<file path="config.mk">
export PLATFORM = sky130hd
export DESIGN_NAME = vmd_ctrl
export DESIGN_NICKNAME = d
export VERILOG_FILES = /design/src/rtl/vmd_pkg.sv /design/src/rtl/vmd_ctrl.sv
export SDC_FILE = /design/constraint.sdc
export NUM_CORES = 1
export LEC_CHECK = 0
export BUFFER_PORTS_ARGS = -buffer_cell sky130_fd_sc_hd__clkbuf_2
export CORE_AREA = 2 2 39 41
export CTS_CLUSTER_SIZE = 8
export DETAILED_ROUTE_END_ITERATION = 12
export DIE_AREA = 0 0 41 43
export SKIP_LAST_GASP = 1
export SLEW_MARGIN = 20
export SYNTH_ARGS = -nofsm -noshare
export SYNTH_HDL_FRONTEND = slang
export SYNTH_SLANG_ARGS = --single-unit
</file>
<file path="constraint.sdc">
create_clock -name i_clk -period 1.8 [get_ports i_clk]
set_input_delay 0.18 -clock i_clk [delete_from_list [all_inputs] [get_ports i_clk]]
set_output_delay 0.18 -clock i_clk [all_outputs]
set_load 0.005 [all_outputs]
</file>
<file path="src/rtl/vmd_pkg.sv">
package vmd_pkg;

    // delay store geometry, depth a power of two
    localparam int DELAY_DEPTH = 4096;
    localparam int AW          = $clog2(DELAY_DEPTH);
    localparam int POS_W       = AW + 24;

    // quarter-wave sine table geometry, depth a power of two
    localparam int SINE_TABLE_DEPTH = 256;
    localparam int SAW              = $clog2(SINE_TABLE_DEPTH);

    localparam int SAMPLE_W = 24;
    localparam int ACC_W    = 30;
    localparam int CFG_W    = 24;

    // register indexes
    localparam logic [1:0] CFG_DELAY_WIDTH = 2'd0;
    localparam logic [1:0] CFG_PHASE_STEP  = 2'd1;
    localparam logic [1:0] CFG_WAVEFORM    = 2'd2;
    localparam logic [1:0] CFG_INTERP_MODE = 2'd3;

    // lfo shapes
    localparam logic [1:0] WAVE_SINE = 2'd0;
    localparam logic [1:0] WAVE_TRI  = 2'd1;
    localparam logic [1:0] WAVE_SAW  = 2'd2;
    localparam logic [1:0] WAVE_INV  = 2'd3;

    // interpolation modes
    localparam logic [1:0] INTERP_NEAREST = 2'd0;
    localparam logic [1:0] INTERP_LINEAR  = 2'd1;
    localparam logic [1:0] INTERP_CUBIC   = 2'd2;

    // register reset values
    localparam logic [19:0] RST_DELAY_WIDTH = 20'd122880;
    localparam logic [23:0] RST_PHASE_STEP  = 24'd178957;
    localparam logic [1:0]  RST_WAVEFORM    = WAVE_SINE;
    localparam logic [1:0]  RST_INTERP_MODE = INTERP_LINEAR;

    localparam longint unsigned HALF_PI_Q30 = 64'd1686629713;

    typedef logic [15:0] t_sine_tab [0:SINE_TABLE_DEPTH];

    // fixed point taylor series, evaluated at elaboration only
    function automatic t_sine_tab build_sine();
        t_sine_tab       tab;
        longint unsigned x;
        longint unsigned x2;
        longint unsigned term;
        longint          sum;
        longint          e;
        for (int k = 0; k <= SINE_TABLE_DEPTH; k++) begin
            x    = (longint'(k) * HALF_PI_Q30) / SINE_TABLE_DEPTH;
            x2   = (x * x) >> 30;
            term = x;
            sum  = longint'(x);
            for (int n = 0; n < 7; n++) begin
                term = (term * x2) >> 30;
                // factorial step of each series term
                case (n)
                    0:       term = term / 64'd6;
                    1:       term = term / 64'd20;
                    2:       term = term / 64'd42;
                    3:       term = term / 64'd72;
                    4:       term = term / 64'd110;
                    5:       term = term / 64'd156;
                    default: term = term / 64'd210;
                endcase
                if (n % 2 == 1) sum = sum + longint'(term);
                else            sum = sum - longint'(term);
            end
            if (sum < 0) sum = 0;
            e = (sum * 32768 + (64'sd1 <<< 29)) >>> 30;
            if (e > 32768) e = 32768;
            tab[k] = 16'(e);
        end
        return tab;
    endfunction

    localparam t_sine_tab SINE_TAB = build_sine();

    // controller to datapath commands
    typedef struct packed {
        logic       load;
        logic       mul;
        logic       pos;
        logic       rd_issue;
        logic [1:0] rd_sel;
        logic       c1;
        logic       c2;
        logic       c3;
        logic       commit;
    } t_cmd;

    // datapath to controller status
    typedef struct packed {
        logic out_free;
    } t_sts;

endpackage

</file>
<file path="src/rtl/vmd_ctrl.sv">
module vmd_ctrl (
    input  logic          i_clk,
    input  logic          i_rst_n,
    input  logic          i_in_valid,
    input  vmd_pkg::t_sts i_sts,
    output logic          o_in_ready,
    output vmd_pkg::t_cmd o_cmd
);

    localparam logic [3:0] S_IDLE = 4'd0;
    localparam logic [3:0] S_MUL  = 4'd1;
    localparam logic [3:0] S_POS  = 4'd2;
    localparam logic [3:0] S_RD   = 4'd3;
    localparam logic [3:0] S_RDW  = 4'd4;
    localparam logic [3:0] S_C1   = 4'd5;
    localparam logic [3:0] S_C2   = 4'd6;
    localparam logic [3:0] S_C3   = 4'd7;
    localparam logic [3:0] S_FIN  = 4'd8;

    logic [3:0] r_state, n_state;
    logic [1:0] r_k, n_k;

    // state register
    always_ff @(posedge i_clk) begin
        if (!i_rst_n) begin
            r_state <= S_IDLE;
            r_k     <= 2'd0;
        end else begin
            r_state <= n_state;
            r_k     <= n_k;
        end
    end

    // sequencing and commands
    always_comb begin
        n_state    = r_state;
        n_k        = r_k;
        o_cmd      = '0;
        o_in_ready = 1'b0;
        case (r_state)
            S_IDLE: begin
                o_in_ready = 1'b1;
                if (i_in_valid) begin
                    o_cmd.load = 1'b1;
                    n_state    = S_MUL;
                end
            end
            S_MUL: begin
                o_cmd.mul = 1'b1;
                n_state   = S_POS;
            end
            S_POS: begin
                o_cmd.pos = 1'b1;
                n_k       = 2'd0;
                n_state   = S_RD;
            end
            S_RD: begin
                o_cmd.rd_issue = 1'b1;
                o_cmd.rd_sel   = r_k;
                n_k            = r_k + 2'd1;
                if (r_k == 2'd3) n_state = S_RDW;
            end
            S_RDW: n_state = S_C1;
            S_C1: begin
                o_cmd.c1 = 1'b1;
                n_state  = S_C2;
            end
            S_C2: begin
                o_cmd.c2 = 1'b1;
                n_state  = S_C3;
            end
            S_C3: begin
                o_cmd.c3 = 1'b1;
                n_state  = S_FIN;
            end
            S_FIN: begin
                if (i_sts.out_free) begin
                    o_cmd.commit = 1'b1;
                    n_state      = S_IDLE;
                end
            end
            default: n_state = S_IDLE;
        endcase
    end

endmodule

</file>
==> metrics.txt, run 1 <==
Worst Tran Pin Value=0.492 ns; CP endpoint kind=primary output; vias in the first global route=314; R2R cell count=3; DRT Pass-1 Iters=1; Hold Path Class=in -> reg; flops & latches, synth=6; Gate power share=0.263; most frequent cells in the layout=clkbuf_2 (14), dfxtp_1 (6), and3_1 (4); period utilization=0.917; skew final=0.00385 ns; Power Density=828 mW/mm^2; post_cts resized=0; post-DP HPWL=599 um; Req. time, crit path=1.62 ns; drt wl/cell=10.8 um; TritonCTS clock tree=built; maxcap violations=0; Seq/Total Area, Yosys=0.288; CTS Buf Count=3; Slew Viols, Final=0; Clk pin slew, worst setup/hold paths=0.04 ns; Starting DRT DRC Count=0; Power, Total=0.417 mW; first-pass GRT wire length=1290 um; width of the chip=41 um; min Tclk post-route=1.65 ns; Sw Share=0.326; placer congestion estimate=0.677; yosys warns=0; CTS root buffer=clkbuf_4; I/O pin cnt=15; P&R area growth vs syn=20.7%; H-tree depth=1; Seq pwr share=0.436; multi-input logic area=259 um^2; number of fill cells=147; Antenna Cells=0; largest net degree at the start of global routing=16; Post-CTS Setup Inserts=0; via count=377; RSZ-0062 raised after global routing=false; P_int=0.281 mW; Hold Path Depth=2; Die ar.=0.00176 mm^2; Netlist cell types=28; critical path class=reg -> out; CORE AREA=0.00138 mm^2; hold buffers post-CTS=0; critical path arrival=1.47 ns; post-route ant nets=0; CTS Buffer Depth=2; Worst slew margin=0.671; Initial Util=0.301; final setup violation count=0; commonest non-fill, non-tap cell in the layout=clkbuf_2; Final Core Density=0.363; clock latency on the worst-skew pair=0.25 ns; register area=120 um^2; syn nets=53; FMAX=606 MHz; FP Rows=14; mean area per synthesized cell=8.68 um^2; Layout Nets=68; CP Max Fanout=11; layout cells sized above 1=0.344; Worst VDD drop=0.315 mV; clock sinks=6; port bufs=14; Total GRT Usage=0.110; Leak=0.246 nW; setup_tns=0 ns; wirelength, routed=832 um; clock power share=0.301; Chip Height=43 um; Residual DRC=0; Mapped Area=417 um^2; Switch Pwr=0.136 mW; final hold vios=0; outcome=finished clean; CP Launch Type=flip-flop; GRT overflow=0; Vias/cell=4.90; Syn Inst Count=48; initial antenna violation count=0; Fin Hold WS=0.178 ns
==> worst max-delay path, stage by stage (launching register included) <==
cell and delay, ns:
dfxtp_1 0.55, nor3b_2 0.38, and3_1 0.20, clkbuf_2 0.10
==> power by group through the flow <==
stage	registers, mW	clock network [mW]	logic, mW
2_1_floorplan	0.157	0	0.107
3_3_place_gp	0.184	0	0.111
3_5_place_dp	0.184	0	0.111
4_1_cts	0.181	0.133	0.112
5_1_grt	0.185	0.137	0.122
6_report	0.182	0.125	0.110
==> stage by stage <==
| step | std cells | setup WS, ns | cell area, um^2 |
|---|---|---|---|
| floorplan | 48 | 0.621 | 417 |
| global placement | 74 | 0.405 | 480 |
| detailed placement | 74 | 0.410 | 480 |
| CTS | 77 | 0.127 | 503 |
| global route | 77 | 0.0609 | 503 |
| finish | 77 | 0.149 | 503 |
==> state kept, by name, indices dropped and copies added, names as in the netlist <==
signal,count
r_k,2
r_state,4
==> cells by family after synthesis <==
family / Yosys count / synth area share
AO/OA/AOI/OAI: 7 / 0.126
XOR/XNOR: 1 / 0.0210
multiplexers: 1 / 0.0270
buffers and inverters: 7 / 0.0901
AND/OR/NAND/NOR: 25 / 0.417
adder cells (fa/ha/maj): 1 / 0.0300
flip-flops: 6 / 0.288
==> layout make-up <==
cell class / count / share of cell area
multi-input cells: 35 / 0.515
flip-flops and latches: 6 / 0.239
repair buffers: 14 / 0.139
clock buffers: 3 / 0.0448
well taps: 16 / 0.0398
inverters: 3 / 0.0224
==> synth_stat cells <==
cell type | number | area share
a2111oi_2 | 1 | 0.036
a211oi_1 | 1 | 0.018
a21oi_1 | 2 | 0.024
a31oi_1 | 1 | 0.015
and2_1 | 1 | 0.015
and3_1 | 4 | 0.060
and4b_1 | 2 | 0.048
buf_2 | 3 | 0.036
buf_6 | 1 | 0.027
dfxtp_1 | 6 | 0.29
ha_1 | 1 | 0.030
inv_1 | 3 | 0.027
mux2_1 | 1 | 0.027
nand2_1 | 3 | 0.027
nand2b_1 | 2 | 0.030
nand3_1 | 2 | 0.024
nand4bb_1 | 1 | 0.027
nor2_1 | 2 | 0.018
nor2b_1 | 1 | 0.015
nor3_1 | 2 | 0.024
nor3_2 | 1 | 0.024
nor3b_2 | 1 | 0.030
nor4_2 | 1 | 0.030
nor4b_1 | 1 | 0.021
nor4bb_1 | 1 | 0.024
o21a_1 | 1 | 0.018
o22ai_1 | 1 | 0.015
xnor2_1 | 1 | 0.021
==> path summary, 6_finish.rpt <==
check / startpoint / endpoint / slack, ns
max: r_state[1] / o_cmd[5] / 0.15
min: i_rst_n / r_state[0] / 0.18
max reg2reg: r_state[0] / r_state[3] / 0.44
min reg2reg: r_k[1] / r_k[1] / 0.48
==> routing by layer <==
layer,vias up,GRT usage,share of wire
met2,8,0.150,0.47
met1,164,0.141,0.46
met4,0,0.0600,0.024
li1,203,-,-
met3,2,0.0471,0.046
met5,-,0,0
No activity file was read; power rests on OpenSTA's default activity.
==> inputs of run 2 (changes only) <==
--- a/config.mk
+++ b/config.mk
@@ -5,11 +5,13 @@
 export SDC_FILE = /design/constraint.sdc
 export NUM_CORES = 1
 export LEC_CHECK = 0
+export ABC_AREA = 1
 export BUFFER_PORTS_ARGS = -buffer_cell sky130_fd_sc_hd__clkbuf_2
 export CORE_AREA = 2 2 39 41
 export CTS_CLUSTER_SIZE = 8
 export DETAILED_ROUTE_END_ITERATION = 12
 export DIE_AREA = 0 0 41 43
+export REMOVE_ABC_BUFFERS = 1
 export SKIP_LAST_GASP = 1
 export SLEW_MARGIN = 20
 export SYNTH_ARGS = -nofsm -noshare
==> metrics.txt, run 2 <==
outcome=finished clean; R2R cell count=5; placed cells=90; yosys warns=0; critical path arrival=1.30 ns; Residual DRC=0; ys async rst share=0; port bufs=14; register-to-register setup slack=0.75 ns; vias in the first global route=339; top cell type's share of synthesized area=0.297; most frequent cell after synthesis=inv_1; critical path capture point=o_cmd[0]; clock power share=0.302; R2R Path Start=r_state[1]; Netlist cell types=17; placed cell area=494 um^2; hold buffers post-CTS=0; Final Core Density=0.373; Largest regs=r_state (4), r_k (2); FP Rows=14; most frequent cells in the layout=clkbuf_2 (14), inv_1 (12), nor2_1 (7); CTS Buf Count=3; min Tclk post-route=1.48 ns; Initial Util=0.292; clock sinks=6; CP Max Fanout=6; Worst slew margin=0.840; Hold Path Depth=3; I/O pin cnt=15; setup_tns=0 ns; Post-synth EDFFs=0; RSZ-0062 raised after global routing=false; flops & latches, synth=6; Power, Total=0.401 mW; width of the chip=41 um; final setup violation count=0; initial antenna violation count=0; H-tree depth=1; mean area per synthesized cell=6.74 um^2; Seq/Total Area, Yosys=0.297; FMAX=675 MHz; Sw Share=0.333; P_int=0.268 mW; layout cells sized above 1=0.429; drt wl/cell=8.94 um; final hold vios=0; Leak=0.272 nW; commonest non-fill, non-tap cell in the layout=clkbuf_2; setup ws final=0.318 ns; Largest register FFs=4; Fin Hold WS=0.201 ns; CTS root buffer=clkbuf_4; period utilization=0.823; Final Instance Count excl. Fillers=93; DRT Pass-1 Iters=3; CP Launch Type=flip-flop; post-route ant nets=0; Synth area leader=dfxtp_1; CP endpoint kind=primary output; TritonCTS clock tree=built; Die ar.=0.00176 mm^2; Seq pwr share=0.404; critical path class=reg -> out; most area-consuming cells after synthesis=dfxtp_1 (30%), inv_1 (11%), nand3_2 (7.4%); wirelength, routed=831 um; Layout Nets=84; Starting DRT DRC Count=5; Slew Viols, Final=0; placer congestion estimate=0.726; design area=517 um^2; Power Density=777 mW/mm^2; CTS Buffer Depth=2; Worst Tran Pin Value=0.238 ns; P&R area growth vs syn=27.9%; CORE AREA=0.00138 mm^2; maxcap violations=0; pre-CTS WS=0.584 ns; largest net degree at the start of global routing=7; Mapped Area=404 um^2; first-pass GRT wire length=1260 um; Reg with most FFs=r_state; Total GRT Usage=0.107; Syn Inst Count=60; Chip Height=43 um; Post-CTS Setup Inserts=0; Vias/cell=4.26; skew final=0.00126 ns; via count=396; Switch Pwr=0.134 mW; Clk pin slew, worst setup/hold paths=0.04 ns; Req. time, crit path=1.62 ns; reg2reg end=r_state[0]; post-DP HPWL=683 um; clock latency on the worst-skew pair=0.24 ns; Antenna Cells=0; post_cts resized=0; top cells by count, synth=inv_1 (12), nor2_1 (7), dfxtp_1 (6); Hold Path Class=in -> reg; GRT overflow=0; Worst VDD drop=0.265 mV; Gate power share=0.294; crit path from=r_state[1]; ys flop type=dfxtp_1
run 2: cell count changes after synthesis, sizes merged, moves of 2 or more:
| cell | previous run | this run |
|---|---|---|
| nor2 | 2 | 11 |
| and4b | 2 | 0 |
| and3 | 4 | 0 |
| nand3 | 2 | 6 |
| nand2 | 3 | 8 |
| inv | 3 | 17 |
| nand2b | 2 | 0 |
| nor3 | 3 | 6 |
| buf | 4 | 0 |
run 2: cells by family (layout without fill, tap and decap cells):
logic type | after synthesis | after routing | share of synthesized area
buffers and inverters | 17 | 34 | 0.158
DFF | 6 | 6 | 0.297
and+or+nand+nor | 32 | 32 | 0.458
AOI/OAI and AO/OA | 4 | 4 | 0.0557
adders and majority gates | 1 | 1 | 0.0310
run 2: critical path: stages (launching register included):
cell	delay, ns
dfxtp_1	0.36
nor2_1	0.22
inv_1	0.12
nor4_1	0.19
clkbuf_2	0.16
run 2: final cells by class:
type | instances | area, um^2
Clock buffer | 3 | 22.5
Fill cell | 161 | 867
Inverter | 17 | 63.8
Multi-Input combinational cell | 37 | 220
Sequential cell | 6 | 120
Tap cell | 16 | 20.0
Timing Repair Buffer | 14 | 70.1
run 2: power by group through the flow:
stage / Clock [mW] / Combinational [mW] / Sequential, mW
floorplan: 0 / 0.0841 / 0.161
global placement: 0 / 0.120 / 0.165
detailed placement: 0 / 0.119 / 0.165
CTS: 0.125 / 0.119 / 0.163
global route: 0.128 / 0.135 / 0.164
finish: 0.121 / 0.118 / 0.162
run 2: how the worst min path moves through the flow:
stage / startpoint / to / slack [ns]
4_1_cts: i_rst_n / r_state[0] / 0.20
5_1_grt: i_rst_n / r_state[0] / 0.21
6_report: i_rst_n / r_state[0] / 0.20
3_5_place_dp: i_rst_n / r_state[0] / 0.46
3_3_place_gp: i_rst_n / r_state[0] / 0.46
2_1_floorplan: i_rst_n / r_state[0] / 0.34
run 2: metal layers:
| metal | track usage | wire (um) | vias to the layer above |
|---|---|---|---|
| met4 | 0.0800 | 15 | 0 |
| met5 | 0 | 0 | - |
| li1 | - | - | 223 |
| met1 | 0.123 | 382 | 156 |
| met2 | 0.166 | 380 | 15 |
| met3 | 0.0157 | 53 | 2 |
==> inputs of run 3 (changes only) <==
==> constraint.sdc (replaced) <==
create_clock -name i_clk -period 1.25 [get_ports i_clk]
set_input_delay 0.125 -clock i_clk [delete_from_list [all_inputs] [get_ports i_clk]]
set_output_delay 0.125 -clock i_clk [all_outputs]
set_load 0.005 [all_outputs]
==> metrics.txt, run 3 (same netlist as run 2, synthesis figures left out) <==
outcome=complete, but fails checks; failing checks=negative setup slack; CTS root buffer=clkbuf_4; WL met2=561 um; Vias/cell=4.41; width of the chip=41 um; via count=437; maxcap violations=0; post-DP HPWL=687 um; CORE AREA=0.00138 mm^2; clock latency on the worst-skew pair=0.24 ns; Seq pwr share=0.368; critical path arrival=1.17 ns; Worst VDD drop=0.341 mV; hold buffers post-CTS=0; H-tree depth=1; initial antenna violation count=0; Power, Total=0.646 mW; FMAX=773 MHz; Fin Hold WS=0.140 ns; Reg with most FFs=r_state; Hold Path Class=in -> reg; number of fill cells=148; setup ws final=-0.0433 ns; final hold vios=0; layout cells sized above 1=0.614; register area=133 um^2; first-pass GRT wire length=1420 um; multi-input logic area=277 um^2; Switch Pwr=0.225 mW; CTS Buffer Depth=2; vias in the first global route=377; Chip Height=43 um; largest net degree at the start of global routing=7; Worst Tran Pin Value=0.201 ns; CP Launch Type=flip-flop; placed cells=90; period utilization=1.03; RSZ-0062 raised after global routing=true; Initial Util=0.292; drt wl/cell=10.1 um; clock power share=0.267; CP Max Fanout=5; Req. time, crit path=1.12 ns; Starting DRT DRC Count=4; P_int=0.422 mW; Largest regs=r_state (4), r_k (2); DRT Pass-1 Iters=2; Slew Viols, Final=0; highest routed layer=met4; Post-Route M1 WL=381 um; Largest register FFs=4; Residual DRC=0; Final Core Density=0.467; Layout Nets=90; I/O pin cnt=15; post-route ant nets=0; critical path class=reg -> out; CP endpoint kind=primary output; min Tclk post-route=1.29 ns; Worst slew margin=0.865; pre-CTS WS=0.0764 ns; GRT overflow=0; FP Rows=14; Clk pin slew, worst setup/hold paths=0.04 ns; Gate power share=0.364; TritonCTS clock tree=built; CTS Buf Count=3; Total GRT Usage=0.123; Sw Share=0.348; Die ar.=0.00176 mm^2; routed wl met3=49 um; Power Density=1000 mW/mm^2; wirelength, routed=998 um; placer congestion estimate=0.725; Antenna Cells=0; final setup violation count=3; skew final=0.00128 ns; Final Instance Count excl. Fillers=99; port bufs=14; most frequent cells in the layout=inv_1 (10), clkbuf_2 (10), inv_2 (6); clock sinks=6; Leak=0.313 nW; P&R area growth vs syn=59.8%
-- run 3: changes by cell type in the layout (fill, tap and decap cells not counted), moves of 2 or more --
| cell | previous run | this run |
|---|---|---|
| buf_4 | 0 | 5 |
| nor2_1 | 7 | 4 |
| dfxtp_4 | 0 | 3 |
| buf_2 | 0 | 4 |
| clkbuf_2 | 14 | 10 |
| inv_1 | 12 | 10 |
| nor3_1 | 5 | 3 |
| nor2_4 | 1 | 4 |
| dfxtp_1 | 6 | 2 |
| nor3_2 | 1 | 3 |
-- run 3: timing repair --
item / CTS / global route
setup endpoints to repair: 9 / 11
hold endpoints to repair: 0 / 0
gates resized for setup: 10 / 15
buffers inserted: 3 / 3
pin swaps: 2 / 2
-- run 3: worst paths after layout --
check | from | end | slack [ns] | depth (start not counted)
worst min register to register | r_k[1] | r_k[1] | 0.49 | 2
worst max register to register | r_state[2] | r_state[2] | 0.08 | 7
worst min-delay path | i_rst_n | r_state[0] | 0.14 | 3
worst max-delay path | r_state[2] | o_cmd[5] | -0.04 | 5
-- run 3: area by class of cell --
cell class / count / area share
multi-input cells: 37 / 0.428
flip-flops and latches: 6 / 0.205
repair buffers: 20 / 0.198
inverters: 17 / 0.103
clock buffers: 3 / 0.0349
well taps: 16 / 0.0310
-- run 3: power groups by stage --
stage | Clock (mW) | Combinational (mW) | Sequential (mW)
final | 0.173 | 0.235 | 0.238
after global routing | 0.188 | 0.265 | 0.240
after CTS | 0.187 | 0.202 | 0.236
after detailed placement | 0 | 0.171 | 0.237
after global placement | 0 | 0.172 | 0.237
after floorplan | 0 | 0.121 | 0.232
-- run 3: per-layer routing --
metal,global-route usage,vias to the layer above
met4,0.100,0
met1,0.126,189
met2,0.203,13
met5,0,-
li1,-,233
met3,0.0157,2
-- run 3: critical path, stage by stage, from the launching register on --
cell and delay (ns):
dfxtp_4 0.36, nor2_4 0.17, buf_12 0.13, nand2_8 0.07, nor2_4 0.09, buf_2 0.10
-- run 3: per-stage QoR --
stage | setup TNS [ns] | instance area, um^2
after floorplan | 0 | 404
after global placement | 0 | 494
after detailed placement | 0 | 494
after CTS | -0.200 | 578
after global routing | -0.579 | 646
final | -0.102 | 646
